`src/fqd_pkg.sv`:
```
// fqd_pkg: widths, register indexes, microcode word layout and step codes
// shared by the filtered quadrature decoder modules
// no dependencies
package fqd_pkg;

	// field widths
	localparam int SAMPLE_BITS    = 15;
	localparam int POSITION_BITS  = 16;
	localparam int GAIN_BITS      = 10;
	localparam int HYS_BITS       = 15;
	localparam int CFG_DATA_BITS  = 15;
	localparam int CFG_INDEX_BITS = 2;

	// stream word widths, padded to whole bytes
	localparam int IN_TDATA_BITS  = ((2 * SAMPLE_BITS + 7) / 8) * 8;
	localparam int OUT_TDATA_BITS = ((POSITION_BITS + 2 + 7) / 8) * 8;

	// register indexes
	localparam logic [CFG_INDEX_BITS-1:0] REG_LOW_PASS_GAIN  = 2'd0;
	localparam logic [CFG_INDEX_BITS-1:0] REG_HIGH_PASS_GAIN = 2'd1;
	localparam logic [CFG_INDEX_BITS-1:0] REG_HYSTERESIS     = 2'd2;

	// register reset values
	localparam logic [GAIN_BITS-1:0] LOW_PASS_GAIN_RST  = 10'd261;
	localparam logic [GAIN_BITS-1:0] HIGH_PASS_GAIN_RST = 10'd9;
	localparam logic [HYS_BITS-1:0]  HYSTERESIS_RST     = 15'd3000;

	// gain scale and exact reciprocal for the divide by the scale
	localparam int GAIN_SCALE  = 1000;
	localparam logic [GAIN_BITS-1:0] GAIN_MAX = GAIN_BITS'(GAIN_SCALE);
	localparam int PROD_BITS   = SAMPLE_BITS + GAIN_BITS;
	localparam int RECIP_EXTRA = 10;
	localparam int RECIP_SHIFT = PROD_BITS + RECIP_EXTRA;
	localparam int RECIP_BITS  = PROD_BITS + 1;
	localparam logic [63:0] RECIP_WIDE =
		((64'd1 << RECIP_SHIFT) + 64'(GAIN_SCALE - 1)) / 64'(GAIN_SCALE);
	localparam logic [RECIP_BITS-1:0] RECIP = RECIP_BITS'(RECIP_WIDE);

	// comparison width for the schmitt trigger
	localparam int CMP_BITS = ((SAMPLE_BITS > HYS_BITS) ? SAMPLE_BITS : HYS_BITS) + 2;

	// transition codes: bit 4 old a, bit 5 old b, bit 0 new a, bit 1 new b
	localparam logic [7:0] CODE_FWD_0 = 8'h01;
	localparam logic [7:0] CODE_FWD_1 = 8'h13;
	localparam logic [7:0] CODE_FWD_2 = 8'h32;
	localparam logic [7:0] CODE_FWD_3 = 8'h20;
	localparam logic [7:0] CODE_REV_0 = 8'h02;
	localparam logic [7:0] CODE_REV_1 = 8'h23;
	localparam logic [7:0] CODE_REV_2 = 8'h31;
	localparam logic [7:0] CODE_REV_3 = 8'h10;

	// filter operation selects
	typedef logic [1:0] op_t;
	localparam op_t OP_LP_A = 2'd0;
	localparam op_t OP_LP_B = 2'd1;
	localparam op_t OP_HP_A = 2'd2;
	localparam op_t OP_HP_B = 2'd3;

	// microprogram steps
	localparam int STEP_BITS = 4;
	typedef logic [STEP_BITS-1:0] step_t;
	localparam step_t STEP_WAIT   = 4'd0;
	localparam step_t STEP_MUL_0  = 4'd1;
	localparam step_t STEP_MUL_1  = 4'd2;
	localparam step_t STEP_UPD_0  = 4'd3;
	localparam step_t STEP_UPD_1  = 4'd4;
	localparam step_t STEP_MUL_2  = 4'd5;
	localparam step_t STEP_UPD_2  = 4'd6;
	localparam step_t STEP_UPD_3  = 4'd7;
	localparam step_t STEP_DECIDE = 4'd8;

	// one control word of the microprogram
	typedef struct packed {
		logic wait_in;
		logic wait_out;
		logic end_prog;
		logic mul_en;
		op_t  mul_op;
		logic rcp_en;
		logic upd_en;
		op_t  upd_op;
		logic decide;
	} ctrl_word_t;

	// datapath strobes issued by the sequencer
	typedef struct packed {
		logic load;
		logic mul_en;
		op_t  mul_op;
		logic rcp_en;
		logic upd_en;
		op_t  upd_op;
		logic decide;
	} dp_ctrl_t;

	// values of one result word
	typedef struct packed {
		logic signed [POSITION_BITS-1:0] position;
		logic level_a;
		logic level_b;
	} result_t;

endpackage

```
`src/fqd_rom.sv`:
```
// fqd_rom: read-only control store of the decoder microprogram
// depends on fqd_pkg
module fqd_rom (
	input  fqd_pkg::step_t     step,
	output fqd_pkg::ctrl_word_t word
);

	// one control word per step; the multiply, reciprocal and update
	// stages overlap across the four filter operations
	always_comb begin
		word = '0;
		case (step)
			fqd_pkg::STEP_WAIT: begin
				word.wait_in = 1'b1;
			end
			fqd_pkg::STEP_MUL_0: begin
				word.mul_en = 1'b1;
				word.mul_op = fqd_pkg::OP_LP_A;
			end
			fqd_pkg::STEP_MUL_1: begin
				word.mul_en = 1'b1;
				word.mul_op = fqd_pkg::OP_LP_B;
				word.rcp_en = 1'b1;
			end
			fqd_pkg::STEP_UPD_0: begin
				word.rcp_en = 1'b1;
				word.upd_en = 1'b1;
				word.upd_op = fqd_pkg::OP_LP_A;
			end
			fqd_pkg::STEP_UPD_1: begin
				word.upd_en = 1'b1;
				word.upd_op = fqd_pkg::OP_LP_B;
				word.mul_en = 1'b1;
				word.mul_op = fqd_pkg::OP_HP_A;
			end
			fqd_pkg::STEP_MUL_2: begin
				word.mul_en = 1'b1;
				word.mul_op = fqd_pkg::OP_HP_B;
				word.rcp_en = 1'b1;
			end
			fqd_pkg::STEP_UPD_2: begin
				word.rcp_en = 1'b1;
				word.upd_en = 1'b1;
				word.upd_op = fqd_pkg::OP_HP_A;
			end
			fqd_pkg::STEP_UPD_3: begin
				word.upd_en = 1'b1;
				word.upd_op = fqd_pkg::OP_HP_B;
			end
			fqd_pkg::STEP_DECIDE: begin
				word.wait_out = 1'b1;
				word.decide   = 1'b1;
				word.end_prog = 1'b1;
			end
			default: begin
				word.end_prog = 1'b1;
			end
		endcase
	end

endmodule

```
`src/fqd_datapath.sv`:
```
// fqd_datapath: configuration registers, filter state, shared gain multiplier,
// divide-by-scale reciprocal stage, schmitt triggers and position counter
// depends on fqd_pkg
module fqd_datapath (
	input  logic                                 clk,
	input  logic                                 arst_n,
	input  fqd_pkg::dp_ctrl_t                     ctrl,
	input  logic [fqd_pkg::SAMPLE_BITS-1:0]       sample_a,
	input  logic [fqd_pkg::SAMPLE_BITS-1:0]       sample_b,
	input  logic                                 cfg_we,
	input  logic [fqd_pkg::CFG_INDEX_BITS-1:0]    cfg_index,
	input  logic [fqd_pkg::CFG_DATA_BITS-1:0]     cfg_data,
	output fqd_pkg::result_t                      result
);

	localparam int SB = fqd_pkg::SAMPLE_BITS;
	localparam int PB = fqd_pkg::PROD_BITS;
	localparam int CB = fqd_pkg::CMP_BITS;
	localparam int FB = fqd_pkg::PROD_BITS + fqd_pkg::RECIP_BITS;

	logic [fqd_pkg::GAIN_BITS-1:0] lpg_q, hpg_q;
	logic [fqd_pkg::HYS_BITS-1:0]  hys_q;
	logic [SB-1:0] smp_a_q, smp_b_q;
	logic [SB-1:0] lp_a_q, lp_b_q, hp_a_q, hp_b_q;
	logic          trig_a_q, trig_b_q;
	logic signed [2:0] phase_q;
	logic [fqd_pkg::POSITION_BITS-1:0] pos_q;

	logic [PB-1:0] prod_s1;
	logic          neg_s1;
	logic [SB-1:0] quo_s2;
	logic          neg_s2;

	// configuration registers
	always_ff @(posedge clk or negedge arst_n) begin
		if (!arst_n) begin
			lpg_q <= fqd_pkg::LOW_PASS_GAIN_RST;
			hpg_q <= fqd_pkg::HIGH_PASS_GAIN_RST;
			hys_q <= fqd_pkg::HYSTERESIS_RST;
		end else if (cfg_we) begin
			case (cfg_index)
				fqd_pkg::REG_LOW_PASS_GAIN:  lpg_q <= cfg_data[fqd_pkg::GAIN_BITS-1:0];
				fqd_pkg::REG_HIGH_PASS_GAIN: hpg_q <= cfg_data[fqd_pkg::GAIN_BITS-1:0];
				fqd_pkg::REG_HYSTERESIS:     hys_q <= cfg_data[fqd_pkg::HYS_BITS-1:0];
				default: ;
			endcase
		end
	end

	// sample capture on word accept
	always_ff @(posedge clk) begin
		if (ctrl.load) begin
			smp_a_q <= sample_a;
			smp_b_q <= sample_b;
		end
	end

	// gains above the scale act as the scale
	logic [fqd_pkg::GAIN_BITS-1:0] lpg_c, hpg_c;
	assign lpg_c = (lpg_q > fqd_pkg::GAIN_MAX) ? fqd_pkg::GAIN_MAX : lpg_q;
	assign hpg_c = (hpg_q > fqd_pkg::GAIN_MAX) ? fqd_pkg::GAIN_MAX : hpg_q;

	// operand select for the shared multiplier
	logic [SB-1:0] op_min, op_sub, mag;
	logic [fqd_pkg::GAIN_BITS-1:0] op_gain;
	logic [SB:0]   diff, diff_neg;
	logic [PB-1:0] prod;
	always_comb begin
		case (ctrl.mul_op)
			fqd_pkg::OP_LP_A: begin
				op_min = smp_a_q; op_sub = lp_a_q; op_gain = lpg_c;
			end
			fqd_pkg::OP_LP_B: begin
				op_min = smp_b_q; op_sub = lp_b_q; op_gain = lpg_c;
			end
			fqd_pkg::OP_HP_A: begin
				op_min = lp_a_q; op_sub = hp_a_q; op_gain = hpg_c;
			end
			default: begin
				op_min = lp_b_q; op_sub = hp_b_q; op_gain = hpg_c;
			end
		endcase
		diff     = {1'b0, op_min} - {1'b0, op_sub};
		diff_neg = -diff;
		mag      = diff[SB] ? diff_neg[SB-1:0] : diff[SB-1:0];
		prod     = PB'(op_gain) * PB'(mag);
	end

	// multiply stage: magnitude of gain times difference
	always_ff @(posedge clk) begin
		if (ctrl.mul_en) begin
			prod_s1 <= prod;
			neg_s1  <= diff[SB];
		end
	end

	// reciprocal stage: exact floor division of the magnitude by the scale
	logic [FB-1:0] rcp_full;
	assign rcp_full = FB'(prod_s1) * FB'(fqd_pkg::RECIP);

	always_ff @(posedge clk) begin
		if (ctrl.rcp_en) begin
			quo_s2 <= rcp_full[fqd_pkg::RECIP_SHIFT +: SB];
			neg_s2 <= neg_s1;
		end
	end

	// signed step, truncated toward zero; the filter stays in range
	logic [SB-1:0] step_val;
	assign step_val = neg_s2 ? (-quo_s2) : quo_s2;

	// schmitt trigger inputs from the updated filters
	logic signed [CB-1:0] out_a, out_b, hys_pos, hys_neg;
	logic new_a, new_b;
	always_comb begin
		out_a   = signed'(CB'(lp_a_q)) - signed'(CB'(hp_a_q));
		out_b   = signed'(CB'(lp_b_q)) - signed'(CB'(hp_b_q));
		hys_pos = signed'(CB'(hys_q));
		hys_neg = -hys_pos;
		if (out_a < hys_neg)      new_a = 1'b0;
		else if (out_a > hys_pos) new_a = 1'b1;
		else                      new_a = trig_a_q;
		if (out_b < hys_neg)      new_b = 1'b0;
		else if (out_b > hys_pos) new_b = 1'b1;
		else                      new_b = trig_b_q;
	end

	// transition code, phase and position update
	logic [7:0] code;
	logic signed [2:0] phase_sum, phase_next;
	logic [fqd_pkg::POSITION_BITS-1:0] pos_next;
	always_comb begin
		code = {2'b00, trig_b_q, trig_a_q, 2'b00, new_b, new_a};
		if (code inside {fqd_pkg::CODE_FWD_0, fqd_pkg::CODE_FWD_1,
				fqd_pkg::CODE_FWD_2, fqd_pkg::CODE_FWD_3}) begin
			phase_sum = phase_q + 3'sd1;
		end else if (code inside {fqd_pkg::CODE_REV_0, fqd_pkg::CODE_REV_1,
				fqd_pkg::CODE_REV_2, fqd_pkg::CODE_REV_3}) begin
			phase_sum = phase_q - 3'sd1;
		end else begin
			phase_sum = phase_q;
		end
		if (phase_sum >= 3'sd2) begin
			phase_next = phase_sum - 3'sd2;
			pos_next   = pos_q + fqd_pkg::POSITION_BITS'(1);
		end else if (phase_sum <= -3'sd2) begin
			phase_next = phase_sum + 3'sd2;
			pos_next   = pos_q - fqd_pkg::POSITION_BITS'(1);
		end else begin
			phase_next = phase_sum;
			pos_next   = pos_q;
		end
	end

	// filter, trigger and counter state
	always_ff @(posedge clk or negedge arst_n) begin
		if (!arst_n) begin
			lp_a_q   <= '0;
			lp_b_q   <= '0;
			hp_a_q   <= '0;
			hp_b_q   <= '0;
			trig_a_q <= 1'b0;
			trig_b_q <= 1'b0;
			phase_q  <= '0;
			pos_q    <= '0;
		end else begin
			if (ctrl.upd_en) begin
				case (ctrl.upd_op)
					fqd_pkg::OP_LP_A: lp_a_q <= lp_a_q + step_val;
					fqd_pkg::OP_LP_B: lp_b_q <= lp_b_q + step_val;
					fqd_pkg::OP_HP_A: hp_a_q <= hp_a_q + step_val;
					default:          hp_b_q <= hp_b_q + step_val;
				endcase
			end
			if (ctrl.decide) begin
				trig_a_q <= new_a;
				trig_b_q <= new_b;
				phase_q  <= phase_next;
				pos_q    <= pos_next;
			end
		end
	end

	assign result.position = signed'(pos_next);
	assign result.level_a  = new_a;
	assign result.level_b  = new_b;

endmodule

```
`src/filtered_quadrature_decoder.sv`:
```
// Filtered quadrature decoder: filters, schmitt triggers and quadrature phase decoding into
// a wrapping position count; depends on fqd_pkg, fqd_rom and fqd_datapath
// Timing: an accepted input word passes the multiply, reciprocal and update steps, then decide;
// a new word is taken only after the microprogram ends (one shared multiplier and reciprocal
// stage serve the four filter steps), and the decide step waits while a result word waits.
// Reset: arst_n clears filters, triggers, phase, position, step counter; registers to defaults.
module filtered_quadrature_decoder (
	input  logic                                  clk,
	input  logic                                  arst_n,
	input  logic                                  s_tvalid,
	output logic                                  s_tready,
	// sample_a, sample_b, zero padding
	input  logic [fqd_pkg::IN_TDATA_BITS-1:0]      s_tdata,
	output logic                                  m_tvalid,
	input  logic                                  m_tready,
	// position, level_a, level_b, zero padding
	output logic [fqd_pkg::OUT_TDATA_BITS-1:0]     m_tdata,
	input  logic                                  cfg_we,
	input  logic [fqd_pkg::CFG_INDEX_BITS-1:0]     cfg_index,
	input  logic [fqd_pkg::CFG_DATA_BITS-1:0]      cfg_data
);

	localparam int SB = fqd_pkg::SAMPLE_BITS;

	fqd_pkg::step_t      step_q;
	fqd_pkg::ctrl_word_t word;
	fqd_pkg::dp_ctrl_t   dp_ctrl;
	fqd_pkg::result_t    result;
	fqd_pkg::result_t    out_q;
	logic                out_valid_q;
	logic                s_accept, out_free, advance;

	// control store
	fqd_rom u_rom (
		.step (step_q),
		.word (word)
	);

	// step conditions
	assign s_tready = word.wait_in;
	assign s_accept = s_tvalid & s_tready;
	assign out_free = ~out_valid_q | m_tready;
	assign advance  = word.wait_in ? s_accept : (word.wait_out ? out_free : 1'b1);

	// step counter with jump back to the wait step at program end
	always_ff @(posedge clk or negedge arst_n) begin
		if (!arst_n) begin
			step_q <= fqd_pkg::STEP_WAIT;
		end else if (advance) begin
			step_q <= word.end_prog ? fqd_pkg::STEP_WAIT : step_q + fqd_pkg::step_t'(1);
		end
	end

	// datapath strobes
	always_comb begin
		dp_ctrl.load   = s_accept;
		dp_ctrl.mul_en = word.mul_en;
		dp_ctrl.mul_op = word.mul_op;
		dp_ctrl.rcp_en = word.rcp_en;
		dp_ctrl.upd_en = word.upd_en;
		dp_ctrl.upd_op = word.upd_op;
		dp_ctrl.decide = word.decide & advance;
	end

	fqd_datapath u_datapath (
		.clk       (clk),
		.arst_n    (arst_n),
		.ctrl      (dp_ctrl),
		.sample_a  (s_tdata[SB-1:0]),
		.sample_b  (s_tdata[2*SB-1:SB]),
		.cfg_we    (cfg_we),
		.cfg_index (cfg_index),
		.cfg_data  (cfg_data),
		.result    (result)
	);

	// output word register
	always_ff @(posedge clk or negedge arst_n) begin
		if (!arst_n) begin
			out_valid_q <= 1'b0;
		end else if (dp_ctrl.decide) begin
			out_valid_q <= 1'b1;
		end else if (m_tready) begin
			out_valid_q <= 1'b0;
		end
	end

	always_ff @(posedge clk) begin
		if (dp_ctrl.decide) begin
			out_q <= result;
		end
	end

	assign m_tvalid = out_valid_q;
	assign m_tdata  = fqd_pkg::OUT_TDATA_BITS'({out_q.level_b, out_q.level_a, out_q.position});

endmodule

```
`config.mk`:
```
export PLATFORM = sky130hd
export DESIGN_NAME = filtered_quadrature_decoder
export DESIGN_NICKNAME = d
export VERILOG_FILES = /design/src/fqd_pkg.sv /design/src/fqd_rom.sv /design/src/fqd_datapath.sv /design/src/filtered_quadrature_decoder.sv
export SDC_FILE = /design/constraint.sdc
export NUM_CORES = 2
export LEC_CHECK = 0
export ABC_CLOCK_PERIOD_IN_PS = 12600
export BUFFER_PORTS_ARGS = -buffer_cell sky130_fd_sc_hd__buf_2
export CORE_MARGIN = 1.5
export CORE_UTILIZATION = 55
export CTS_CLUSTER_DIAMETER = 80
export DETAILED_ROUTE_END_ITERATION = 8
export GPL_TIMING_DRIVEN = 1
export PLACE_DENSITY = 0.83
export SLEW_MARGIN = 15
export SYNTH_ARGS = -nofsm -noshare
export SYNTH_HDL_FRONTEND = slang
export SYNTH_SLANG_ARGS = --single-unit
export TNS_END_PERCENT = 20
```
`constraint.sdc`:
```
create_clock -name clk -period 12.6 [get_ports clk]
set_clock_uncertainty 0.15 [all_clocks]
set_input_delay 2.52 -clock clk [delete_from_list [all_inputs] [get_ports clk]]
set_output_delay 2.52 -clock clk [all_outputs]
set_load 0.01 [all_outputs]
```
==> impl_metrics.yaml <==
global_routing:
  grt_pass1_vias: 23200
  grt_max_degree: 67
  grt_pass1_wl_mm: 118
  grtUsageTotal_pct: 26.9
  grt-ovfl-total: 0
  grt_antenna_before_repair: 1
route:
  drtAntennaViolNets: 0
  drt-initial-drc-count: 1852
  via_per_inst: 5.79
  num_vias: 22400
  firstDrtPassIters: 5
  post_drt_wl_per_cell_um: 18.4
  wirelength_mm: 71.2
  drcViolationCount: 0
worst_hold_path:
  min-delay-start: "u_datapath.neg_s1"
  min_to: "u_datapath.neg_s2"
  worstHoldPathCells: 0
  hold_path.class: "flop to flop"
setup_path:
  cp.depth: 35
  crit_top_cell: "o21ai_0"
  cpLargestDelayFamily: "compound AO/OA/AOI/OAI gates"
  crit_required_ns: 12.74
  critical_path_buf_inv_count: 3
  worstReg2RegEnd: "u_datapath.prod_s1[24]"
  max_stage_delay_ns: 0.85
  r2r-start: "step_q[2]"
  critPathKind: "flop to flop"
  critical_path.slowest_cell: "and2_2"
  r2r_cells: 35
  path_max_fanout: 56
  worstSetupEndpointType: "flop"
  crit_arrival_ns: 11.16
  cp-start-kind: "flop"
  r2r_slack_ns: 1.58
floorplanning:
  ioPinCount: 80
  die_x_um: 234
  start_util_pct: 55.9
  core_area_um2: 52800
  row_count: 84
  fp.dieH_um: 234
  dieArea_um2: 55000
outcome:
  status: "complete, no violations"
clock_network:
  hold_buffers: 0
  cts-htree-levels: 1
  numCtsBuffers: 26
  clockBufferDepth: 3
  cts_resized: 0
  cts.sinks: 211
  clkLatencyLatePin_ns: 0.55
  tritoncts: "done"
  cts_root_buf: "clkbuf_16"
  post-cts-setup-buffers: 0
  cts.clk_slew.worst_paths_ns: 0.06
flow_run:
  maxCapViolCount: 0
timing:
  fin_crit_ns: 11.02
  worst_pin_slew_ns: 1.14
  tns_ns: 0
  holdWs_ns: 0.301
  hold_violations: 0
  setup_viol: 0
  post-route-period-util_pct: 87.4
  slew_headroom_pct: 24.1
  rsz0062_at_grt: "false"
  finalMaxSlewViolations: 0
  fmax_mhz: 90.8
layout:
  num_antenna_cells: 0
  largest_register_ffs: 25
  fillers: 4292
  drive_above_1_share_pct: 6.92
  top_register: "u_datapath.prod_s1"
  multi_input_area_um2: 21500
  nets: 4011
  area_delta_synth_final_pct: 6.50
  layout_commonest_cell: "inv_1"
  final_cell_mix: "inv_1, ha_1, fa_1"
  seqCellArea_um2: 5750
placement:
  dpl.hpwl_mm: 57.7
  gp_congestion: 0.939
  port_buffers: 71
logic_synthesis:
  yosysWarningCount: 0
  avgSynthCellArea_um2: 9.48
  synth_seq_area_share_pct: 19.5
  ys_ff_latch: 211
  synth-main-ff-cell: "dfrtp_1"
  syn_area_um2: 29500
  syn_inst: 3109
  synth_cell_types: 80
  synth_edf_count: 90
  ys_async_sr_fraction_pct: 57.3
-- synthesized netlist by cell type, types with 9 or more instances --
master,n,share of area [%]
inv_1,531,6.8
ha_1,485,21
fa_1,313,21
nor2_1,223,2.8
nand2_1,197,2.5
xnor2_1,147,4.4
o21ai_0,144,2.4
a21oi_1,131,2.2
dfrtp_1,109,9.3
edfxtp_1,90,9.2
nand3_1,72,1.2
clkbuf_1,55,0.70
xor2_1,52,1.5
nor3_1,46,0.78
mux2_2,45,1.7
a21o_1,43,1.1
o21bai_1,40,1.0
nand2b_1,37,0.79
nor2b_1,28,0.59
a31oi_1,23,0.49
o21a_1,20,0.51
or2_2,18,0.38
and3_1,17,0.36
nand4_1,16,0.34
a311oi_1,15,0.45
or3_1,15,0.32
a211oi_1,14,0.36
dfstp_2,12,1.1
o31ai_1,10,0.25
and2_1,9,0.19
o211ai_1,9,0.23
-- how the worst max path moves through the flow --
stage | slack [ns] | endpoint | startpoint
2_1_floorplan | 3.00 | u_datapath.prod_s1[24] | step_q[2]
3_3_place_gp | 1.97 | u_datapath.prod_s1[24] | step_q[2]
3_5_place_dp | 1.79 | u_datapath.prod_s1[24] | step_q[2]
4_1_cts | 1.66 | u_datapath.prod_s1[24] | step_q[2]
5_1_grt | 0.59 | u_datapath.prod_s1[24] | step_q[2]
6_report | 1.58 | u_datapath.prod_s1[24] | step_q[2]
-- routing by layer --
metal,vias up,share of wire (%),track usage (%)
li1,10500,-,-
met1,10900,42,36.5
met2,867,46,44.0
met3,168,8.5,5.08
met4,2,2.9,7.54
met5,-,0.020,0
-- cell families (layout without fill, tap and decap cells) --
logic type,count (synthesis),in the layout,share of synthesized area (%)
AOI/OAI and AO/OA,530,530,11.6
xor gates and xnor gates,200,200,5.99
adders and majority gates,800,800,41.9
buffers and inverters,602,667,7.79
DFF,211,211,19.5
muxes,54,54,2.07
other,1,6,0.0127
and+or+nand+nor,711,711,11.2
-- final cells by class --
type / count / share of cell area, %
clock inverters: 17 / 0.454
flip-flops and latches: 211 / 18.3
repair buffers: 88 / 1.55
clock buffers: 31 / 2.23
inverters: 531 / 6.35
multi-input cells: 2301 / 68.4
well taps: 688 / 2.74
-- stage by stage --
stage | setup slack (ns) | util, % | instance area, um^2 | std cells
final | 1.58 | 59.5 | 31400 | 3867
after global routing | 0.589 | 59.5 | 31400 | 3867
after CTS | 1.66 | 59.5 | 31400 | 3867
after detailed placement | 1.79 | 57.9 | 30500 | 3819
after global placement | 1.97 | 57.9 | 30500 | 3819
after floorplan | 3.00 | - | 29500 | 3114
Power is not shown: default switching activity piles up to over one toggle a cycle in this logic, so the estimate is an artifact.
